File: src/sv/lpis_pkg.sv
// shared types for the largest-prime-in-stream block
// controller state encoding and the command/status structs between control and datapath
package lpis_pkg;

	typedef enum logic [2:0] {
		ST_IDLE,
		ST_CHECK,
		ST_DIV,
		ST_NEXT,
		ST_TAKE,
		ST_EMIT
	} lpis_state_t;

	typedef struct packed {
		logic load;       // latch a new transaction, divisor restarts at two
		logic div_start;  // clear remainder, load dividend shifter
		logic div_step;   // one restoring division bit
		logic next_div;   // advance divisor and its square
		logic take_max;   // value is prime: keep it if above the maximum
		logic emit;       // move maximum to the output register and clear it
	} lpis_cmd_t;

	typedef struct packed {
		logic below_two;  // value below two
		logic sq_gt;      // divisor squared exceeds value
		logic div_last;   // final division bit in this cycle
		logic rem_zero;   // divisor divides the value
		logic last;       // latched end-of-set flag
		logic out_free;   // output register can take a result now
	} lpis_status_t;

endpackage

File: src/sv/largest_prime_in_stream.sv
// top level: largest prime in a stream of naturals, by trial division
// instantiates lpis_ctrl and lpis_datapath, uses lpis_pkg
//
// input channel: in_valid/in_ready carry value and last_item. one transaction
// is tested at a time; in_ready is high only while the block waits for work.
// values below two are not prime. a prime above the running maximum replaces it.
// output channel: out_valid/out_ready carry largest_prime, one transaction per
// input with last_item set (0 if the set held no prime); the maximum then clears.
// steps per input transaction: a value below two ends at the first check; otherwise
// each divisor tried takes a bound check, a division pass and a remainder test,
// a prime adds a closing bound check and the update, and a last item adds an emit
// step that waits until the output register is free. divisors run 2, 3, ... while
// d*d <= value; each one costs a full pass of the bit-serial restoring divider,
// which sets the rate. worst case near 46341 divisors for a 31-bit prime.
// the output register decouples the sides: new inputs are taken while a result
// waits; a further result waits in the controller until out_ready frees it.
// reset (arst_n low) clears the maximum, drops out_valid and idles the controller.
module largest_prime_in_stream #(
	parameter int VALUE_BITS = 31
) (
	input  logic                  clk,
	input  logic                  arst_n,
	input  logic                  in_valid,
	output logic                  in_ready,
	input  logic [VALUE_BITS-1:0] value,
	input  logic                  last_item,
	output logic                  out_valid,
	input  logic                  out_ready,
	output logic [VALUE_BITS-1:0] largest_prime
);

	lpis_pkg::lpis_cmd_t    cmd;
	lpis_pkg::lpis_status_t status;

	lpis_ctrl u_ctrl (
		.clk      (clk),
		.arst_n   (arst_n),
		.in_valid (in_valid),
		.in_ready (in_ready),
		.status   (status),
		.cmd      (cmd)
	);

	lpis_datapath #(
		.VALUE_BITS (VALUE_BITS)
	) u_dp (
		.clk           (clk),
		.arst_n        (arst_n),
		.cmd           (cmd),
		.status        (status),
		.value         (value),
		.last_item     (last_item),
		.out_valid     (out_valid),
		.out_ready     (out_ready),
		.largest_prime (largest_prime)
	);

endmodule

File: src/sv/lpis_datapath.sv
// datapath: value latch, divisor and square counters, serial restoring divider,
// running maximum and output register; uses lpis_pkg command/status structs
module lpis_datapath #(
	parameter int VALUE_BITS = 31
) (
	input  logic                     clk,
	input  logic                     arst_n,
	input  lpis_pkg::lpis_cmd_t      cmd,
	output lpis_pkg::lpis_status_t   status,
	input  logic [VALUE_BITS-1:0]    value,
	input  logic                     last_item,
	output logic                     out_valid,
	input  logic                     out_ready,
	output logic [VALUE_BITS-1:0]    largest_prime
);

	localparam int DW = (VALUE_BITS + 1) / 2 + 1;   // divisor width
	localparam int SW = 2 * DW;                     // square width
	localparam int CW = (VALUE_BITS > 1) ? $clog2(VALUE_BITS) : 1;

	logic [VALUE_BITS-1:0] value_q;
	logic                  last_q;
	logic [DW-1:0]         div_q;
	logic [SW-1:0]         sq_q;
	logic [VALUE_BITS-1:0] shift_q;
	logic [DW-1:0]         rem_q;
	logic [CW-1:0]         cnt_q;
	logic [VALUE_BITS-1:0] max_q;
	logic [VALUE_BITS-1:0] out_q;
	logic                  out_valid_q;

	logic [DW:0]           trial;
	logic                  trial_ge;
	logic [DW:0]           trial_sub;

	assign trial     = {rem_q, shift_q[VALUE_BITS-1]};
	assign trial_ge  = trial >= {1'b0, div_q};
	assign trial_sub = trial - {1'b0, div_q};

	always_ff @(posedge clk) begin
		if (cmd.load) begin
			value_q <= value;
			last_q  <= last_item;
			div_q   <= DW'(2);
			sq_q    <= SW'(4);
		end else if (cmd.next_div) begin
			div_q <= div_q + DW'(1);
			// (d+1)^2 = d^2 + 2d + 1
			sq_q  <= sq_q + {{(SW-DW-1){1'b0}}, div_q, 1'b1};
		end
		if (cmd.div_start) begin
			shift_q <= value_q;
			rem_q   <= '0;
			cnt_q   <= '0;
		end else if (cmd.div_step) begin
			shift_q <= {shift_q[VALUE_BITS-2:0], 1'b0};
			rem_q   <= trial_ge ? trial_sub[DW-1:0] : trial[DW-1:0];
			cnt_q   <= cnt_q + CW'(1);
		end
		if (cmd.emit) begin
			out_q <= max_q;
		end
	end

	always_ff @(posedge clk or negedge arst_n) begin
		if (!arst_n) begin
			max_q       <= '0;
			out_valid_q <= 1'b0;
		end else begin
			if (cmd.emit) begin
				max_q <= '0;
			end else if (cmd.take_max && (value_q > max_q)) begin
				max_q <= value_q;
			end
			if (cmd.emit) begin
				out_valid_q <= 1'b1;
			end else if (out_ready) begin
				out_valid_q <= 1'b0;
			end
		end
	end

	assign status.below_two = value_q < VALUE_BITS'(2);
	assign status.sq_gt     = sq_q > SW'(value_q);
	assign status.div_last  = cnt_q == CW'(VALUE_BITS - 1);
	assign status.rem_zero  = rem_q == '0;
	assign status.last      = last_q;
	assign status.out_free  = !out_valid_q || out_ready;

	assign out_valid     = out_valid_q;
	assign largest_prime = out_q;

endmodule

File: src/sv/lpis_ctrl.sv
// controller state machine sequencing trial division for one transaction
// drives lpis_pkg::lpis_cmd_t, reads lpis_pkg::lpis_status_t
module lpis_ctrl (
	input  logic                    clk,
	input  logic                    arst_n,
	input  logic                    in_valid,
	output logic                    in_ready,
	input  lpis_pkg::lpis_status_t  status,
	output lpis_pkg::lpis_cmd_t     cmd
);

	lpis_pkg::lpis_state_t state_q, state_d;

	always_ff @(posedge clk or negedge arst_n) begin
		if (!arst_n) begin
			state_q <= lpis_pkg::ST_IDLE;
		end else begin
			state_q <= state_d;
		end
	end

	always_comb begin
		state_d = state_q;
		unique case (state_q)
			lpis_pkg::ST_IDLE: begin
				if (in_valid) state_d = lpis_pkg::ST_CHECK;
			end
			lpis_pkg::ST_CHECK: begin
				priority if (status.below_two) begin
					state_d = status.last ? lpis_pkg::ST_EMIT : lpis_pkg::ST_IDLE;
				end else if (status.sq_gt) begin
					state_d = lpis_pkg::ST_TAKE;
				end else begin
					state_d = lpis_pkg::ST_DIV;
				end
			end
			lpis_pkg::ST_DIV: begin
				if (status.div_last) state_d = lpis_pkg::ST_NEXT;
			end
			lpis_pkg::ST_NEXT: begin
				if (status.rem_zero) begin
					state_d = status.last ? lpis_pkg::ST_EMIT : lpis_pkg::ST_IDLE;
				end else begin
					state_d = lpis_pkg::ST_CHECK;
				end
			end
			lpis_pkg::ST_TAKE: begin
				state_d = status.last ? lpis_pkg::ST_EMIT : lpis_pkg::ST_IDLE;
			end
			lpis_pkg::ST_EMIT: begin
				if (status.out_free) state_d = lpis_pkg::ST_IDLE;
			end
			default: state_d = lpis_pkg::ST_IDLE;
		endcase
	end

	always_comb begin
		cmd      = '0;
		in_ready = 1'b0;
		unique case (state_q)
			lpis_pkg::ST_IDLE: begin
				in_ready = 1'b1;
				cmd.load = in_valid;
			end
			lpis_pkg::ST_CHECK: begin
				cmd.div_start = !status.below_two && !status.sq_gt;
			end
			lpis_pkg::ST_DIV: begin
				cmd.div_step = 1'b1;
			end
			lpis_pkg::ST_NEXT: begin
				cmd.next_div = !status.rem_zero;
			end
			lpis_pkg::ST_TAKE: begin
				cmd.take_max = 1'b1;
			end
			lpis_pkg::ST_EMIT: begin
				cmd.emit = status.out_free;
			end
			default: begin
				cmd = '0;
			end
		endcase
	end

endmodule

File: config.mk
export PLATFORM = sky130hd
export DESIGN_NAME = largest_prime_in_stream
export DESIGN_NICKNAME = d
export VERILOG_FILES = /design/src/sv/lpis_pkg.sv /design/src/sv/largest_prime_in_stream.sv /design/src/sv/lpis_datapath.sv /design/src/sv/lpis_ctrl.sv
export SDC_FILE = /design/constraint.sdc
export NUM_CORES = 1
export LEC_CHECK = 0
export BUFFER_PORTS_ARGS = -buffer_cell sky130_fd_sc_hd__buf_2
export CAP_MARGIN = 20
export CORE_MARGIN = 4
export CORE_UTILIZATION = 67
export CTS_BUF_LIST = sky130_fd_sc_hd__clkbuf_16
export DETAILED_ROUTE_END_ITERATION = 8
export HOLD_SLACK_MARGIN = 0.08
export PLACE_DENSITY = 0.95
export SYNTH_ARGS = -nofsm -noshare
export SYNTH_HDL_FRONTEND = slang
export SYNTH_HIERARCHICAL = 1
export SYNTH_SLANG_ARGS = --single-unit
File: constraint.sdc
create_clock -name clk -period 7.74 [get_ports clk]
set_input_delay 1.161 -clock clk [delete_from_list [all_inputs] [get_ports clk]]
set_output_delay 1.161 -clock clk [all_outputs]
set_load 0.01 [all_outputs]
# [Yosys cells after proc, flatten, opt, wreduce, memory -nomap -nowiden]
# Cells that the tools add are included.
[totals] ff_bits=202 inputBits=36
[op_classes] n_addsub=4 mux=22 n_reduce_logical=13 order_cmp=4 n_eq_ne=9
[ops] operator="31-bit two-way mux" count=4
[ops] operator="34-bit by 18-bit adder with 34-bit output" count=1
[ops] operator="34-bit by 31-bit > comparator with 1-bit output" count=1
[ops] operator="31-bit > comparator" count=1
[ops] operator="31-bit by 2-bit < comparator with 1-bit output, second input constant" count=1
[ops] operator="3-bit two-way mux" count=7
[ops] operator="18-bit by 17-bit greater-or-equal comparator with 1-bit output" count=1
[ops] operator="3-bit case mux with 6 select lines" count=1
[ops] operator="17-bit by 1-bit adder with 17-bit output, second input constant" count=1
[ops] operator="17-bit zero test" count=1
[ops] operator="17-bit two-way mux" count=1
[ops] operator="17-bit subtractor" count=1
[ops] operator="1-bit two-way mux" count=9
[ops] operator="3-bit by 2-bit == test with 1-bit output, second input constant" count=2
[ops] operator="3-bit == test, second input constant" count=2
[ops] operator="2-bit nonzero test" count=3
[ops] operator="5-bit by 1-bit adder with 5-bit output, second input constant" count=1
[ops] operator="5-bit == test, second input constant" count=1
[ops] operator="1-bit zero test" count=4
[ops] operator="2-bit inequality test, second input constant" count=2
[ops] operator="3-bit by 1-bit == test with 1-bit output, second input constant" count=1
[ops] operator="3-bit zero test" count=1
[ops] operator="3-bit AND reduction" count=1
[ops] operator="1-bit logical AND" count=2
[ops] operator="2 further kinds" count=2

# [Longest topological paths before layout]
[depth] word_depth=5 ltp_mapped=15

# [Modules after synthesis]
# Netlist, hierarchy kept.
[by_module_without_submodules] module="lpis_datapath" area_per_inst_um2=11633.7 instances=1 seq_area_each_um2=5084.9 cells_each=1137
[by_module_without_submodules] module="lpis_ctrl" area_per_inst_um2=254.0 instances=1 seq_area_each_um2=75.1 cells_each=30

# [Worst setup path before layout]
# OpenSTA, ideal clock, no wires.
[synth_timing] path_type="input to register" from="input out_ready" to="register u_dp.max_q[0]" slack_ps=4267 n_path_buf=2 arrival_ps=3350 cell_stages=7 setup_time_ps=123 cell_sequence="nand2b_1 > nand2_1 > nor2_1 > clkbuf_1 > clkbuf_1 > nand2b_1 > mux2i_1"
[synth_rtl] element="start, declared" line_no="largest_prime_in_stream.sv:28" rtl="input logic out_ready,"
[synth_rtl] element="end signal, assigned" line_no="lpis_datapath.sv:73" rtl="max_q <= value_q;"
[synth_rtl] element="end, declared" line_no="lpis_datapath.sv:28" rtl="logic [VALUE_BITS-1:0] max_q;"

==> impl_metrics.env <==
export IMPL_drt_met1_wl_microns=11500
export IMPL_io_pins=69
export IMPL_setup_viol=0
export IMPL_status="complete, no violations"
export IMPL_hpwlAfterDp_microns=20700
export IMPL_clock_root_buffer="clkbuf_16"
export IMPL_cp_data_arrival_time_ns=4.51
export IMPL_fin_cells=1461
export IMPL_yosysTopAreaCell="edfxtp_1"
export IMPL_cts_setup_buffers=0
export IMPL_rsz0062_at_grt="false"
export IMPL_ant_nets=0
export IMPL_die_height_microns=141
export IMPL_slew_headroom_pct=30.9
export IMPL_grt_max_degree=95
export IMPL_cts_hold_buf=0
export IMPL_clock_power_share_pct=19.9
export IMPL_dpl_cell_area_sq_mm=0.0123
export IMPL_syn_area_sq_mm=0.0119
export IMPL_clkSinkCount=202
export IMPL_drive_gt1_share_pct=14.2
export IMPL_clock_latency_ns=0.49
export IMPL_min_path_type="flip-flop to flip-flop"
export IMPL_maxCapViolCount=0
export IMPL_die_w_microns=141
export IMPL_fin_nets=1359
export IMPL_grt_use_total_pct=29.6
export IMPL_path_common_cell="inv_1"
export IMPL_synthFlopType="edfxtp_1"
export IMPL_synth_seq_cells=202
export IMPL_crit_chain="inv_1, ha_1, a21o_1, a211oi_1, o21ai_0, a2111oi_0, a31oi_1, nor3_1, nor2b_4, buf_4, inv_1, nor2_1"
export IMPL_min_period_ns=4.20
export IMPL_htree_levels=1
export IMPL_vdd_drop_max_uv=291
export IMPL_synth_compound_area_share_pct=14.1
export IMPL_io_buffers=68
export IMPL_synth_area_leaders="edfxtp_1, dfxtp_1, ha_1, dfrtp_1, nand2b_1"
export IMPL_start_util_pct=68.5
export IMPL_wire_per_inst_microns=20.7
export IMPL_r2r_start="u_dp/value_q[27]"
export IMPL_syn_area_per_cell_sq_um=10.2
export IMPL_crit_path_top_delay_cell="a2111oi_0"
export IMPL_synth_cell_types=83
export IMPL_grt_pass1_wl_microns=48000
export IMPL_grt_pass1_vias=9499
export IMPL_cts_path_max_buffers=3
export IMPL_fin_crit_sh_pct=54.3
export IMPL_power_frac_comb_pct=42.8
export IMPL_syn_nets=1304
export IMPL_synthAdderAreaFrac_pct=10.8
export IMPL_via_count=9596
export IMPL_timing_critical_path_buf_inv=3
export IMPL_switching_power_uw=1850
export IMPL_synth_cells=1167
export IMPL_worst_pin_slew_ns=1.04
export IMPL_num_rows=48
export IMPL_drc_errors=0
export IMPL_muxShareOfSynthArea_pct=7.42
export IMPL_synth_top_cell_area_share_pct=23.7
export IMPL_async_flop_share_pct=17.3
export IMPL_diodes=0
export IMPL_cts_tree="built"
export IMPL_seqPwrFrac_pct=37.2
export IMPL_wl_met3_microns=2190
export IMPL_first_pass_iters=6
export IMPL_crit_path_end_kind="flip-flop"
export IMPL_gp_congestion=0.952
export IMPL_maxUsedRoutingLayer="met4"
export IMPL_synth_seq_area_share_pct=43.4
export IMPL_synth_top_family_by_area="simple AND/OR/NAND/NOR gates"
export IMPL_fin_skew_ns=0.0137
export IMPL_synth_warnings=6
export IMPL_clk_pin_slew_ns=0.06
export IMPL_finalHoldViolCount=0
export IMPL_synthSimpleGateAreaFrac_pct=16.3
export IMPL_min_from="u_dp/max_q[18]"
export IMPL_fp_coreArea_sq_mm=0.0174
export IMPL_antenna_found_initial=0
export IMPL_cts_buffers_inserted=21
export IMPL_route_met2_wl_microns=14900
export IMPL_cpLargestDelayFamily="compound AO/OA/AOI/OAI gates"
export IMPL_power_internal_uw=2810
export IMPL_synth_xor_area_share_pct=2.80
export IMPL_power_density_mw_per_mm2=359
export IMPL_routed_wirelength_microns=30200
export IMPL_required_ns=8.05
export IMPL_max_stage_delay_ns=0.62
export IMPL_area_growth_pct=9.11
export IMPL_cp_start_kind="flip-flop"
export IMPL_crit_path_max_fanout=45
export IMPL_cts_resized=0
export IMPL_critPathKind="flip-flop to flip-flop"
export IMPL_placedCellCount=1423
export IMPL_p_leak_uw=0.00569
export IMPL_tns_ns=0
export IMPL_dieArea_sq_mm=0.0199
export IMPL_viasPerCell=6.57
export IMPL_grt_remaining_overflow=0
export IMPL_drt_iter0_drc=810
export IMPL_startpoint="u_dp/value_q[27]"
export IMPL_p_sw_share_pct=39.8
export IMPL_max_freq_mhz=238
export IMPL_synth_edff_count=94
export IMPL_slew_viol_final=0
export IMPL_final_cell_area_sq_mm=0.0130
==> registers in the layout, summed over array words and instances, names as in the netlist <==
name and flops:
u_dp/last_q 1, u_dp/shift_q 31, u_dp/value_q 31, u_dp/rem_q 17
u_dp/cnt_q 5, u_dp/largest_prime 31, u_dp/max_q 31, u_dp/out_valid 1
u_dp/div_q 17, u_dp/sq_q 34, u_ctrl/state_q 3
==> path summary, 6_finish.rpt <==
check | end | slack, ns | cells after the start
worst max-delay path | u_dp/shift_q[0] | 3.54 | 12
min in group asynchronous | u_dp/max_q[12] | 0.76 | 1
max in group asynchronous | u_dp/max_q[28] | 6.46 | 1
worst min register to register | u_dp/largest_prime[18] | 0.49 | 0
worst max register to register | u_dp/shift_q[0] | 3.54 | 12
worst min-delay path | u_dp/largest_prime[18] | 0.49 | 0
==> cells by family after synthesis <==
family / Yosys count
simple gates: 363
compound gates: 238
flops: 202
buf+inv: 142
fa+ha+maj: 101
mux: 83
xor+xnor: 38
==> stage by stage <==
stage / utilization (%) / hold WS (ns) / total power, uW / setup slack [ns]
final: 74.7 / 0.487 / 4660 / 3.54
after global routing: 74.7 / 0.497 / 4920 / 3.36
after CTS: 74.6 / 0.484 / 4590 / 3.51
after detailed placement: 71.0 / 0.464 / 3630 / 3.89
after global placement: 71.0 / 0.460 / 3490 / 4.14
after floorplan: - / 0.448 / 3160 / 4.27
==> power by group through the flow <==
| stage | sequential [uW] | combinational [uW] | clock [uW] |
|---|---|---|---|
| after CTS | 1720 | 1930 | 932 |
| after global routing | 1750 | 2190 | 977 |
| after floorplan | 1630 | 1530 | 0 |
| after detailed placement | 1730 | 1900 | 0 |
| after global placement | 1710 | 1770 | 0 |
| final | 1730 | 2000 | 929 |
==> synth_stat cells (8+ instances only) <==
| library cell | number |
|---|---|
| ha_1 | 99 |
| inv_1 | 99 |
| edfxtp_1 | 94 |
| nor2_1 | 87 |
| nand2b_1 | 74 |
| dfxtp_1 | 73 |
| a21oi_1 | 59 |
| nand2_1 | 50 |
| o21ai_0 | 46 |
| mux2i_1 | 42 |
| mux2_2 | 41 |
| dfrtp_1 | 35 |
| nand4_1 | 35 |
| a21o_1 | 29 |
| xnor2_1 | 27 |
| nand3_1 | 21 |
| clkbuf_1 | 19 |
| nor4_1 | 18 |
| nor3_1 | 15 |
| nor2b_1 | 13 |
| a211oi_1 | 11 |
| and2_1 | 11 |
| or3_1 | 11 |
| xor2_1 | 11 |
| buf_1 | 10 |
| a211o_1 | 9 |
| and3_1 | 8 |
| o211ai_1 | 8 |
==> layer usage <==
layer,vias up,global-route usage [%]
met4,0,14.6
met1,4590,36.1
li1,4365,-
met5,-,0
met3,131,4.51
met2,510,51.1
==> cell usage in the layout (no fill, tap or decap), types with 9 or more instances in the layout <==
master	netlist	routed
a211o_1	9	9
a211oi_1	11	11
a21o_1	29	29
a21oi_1	59	59
and2_1	11	10
buf_2	2	68
clkbuf_16	0	21
dfrtp_1	35	35
dfxtp_1	73	73
edfxtp_1	94	94
ha_1	99	99
inv_1	99	107
mux2_2	41	41
mux2i_1	42	42
nand2_1	50	50
nand2b_1	74	74
nand3_1	21	21
nand4_1	35	35
nor2_1	87	86
nor2b_1	13	12
nor3_1	15	13
nor4_1	18	18
o21ai_0	46	46
or3_1	11	11
xnor2_1	27	27
xor2_1	11	11
==> layout make-up <==
cell class / count / area [sq um]
Clock buffer: 21 / 526
Sequential cell: 202 / 5160
Clock inverter: 16 / 88.8
Inverter: 100 / 375
Timing Repair Buffer: 74 / 405
Multi-Input combinational cell: 823 / 6130
Tap cell: 225 / 282
Fill cell: 1049 / 4390
Power figures use the tool's default switching activity.
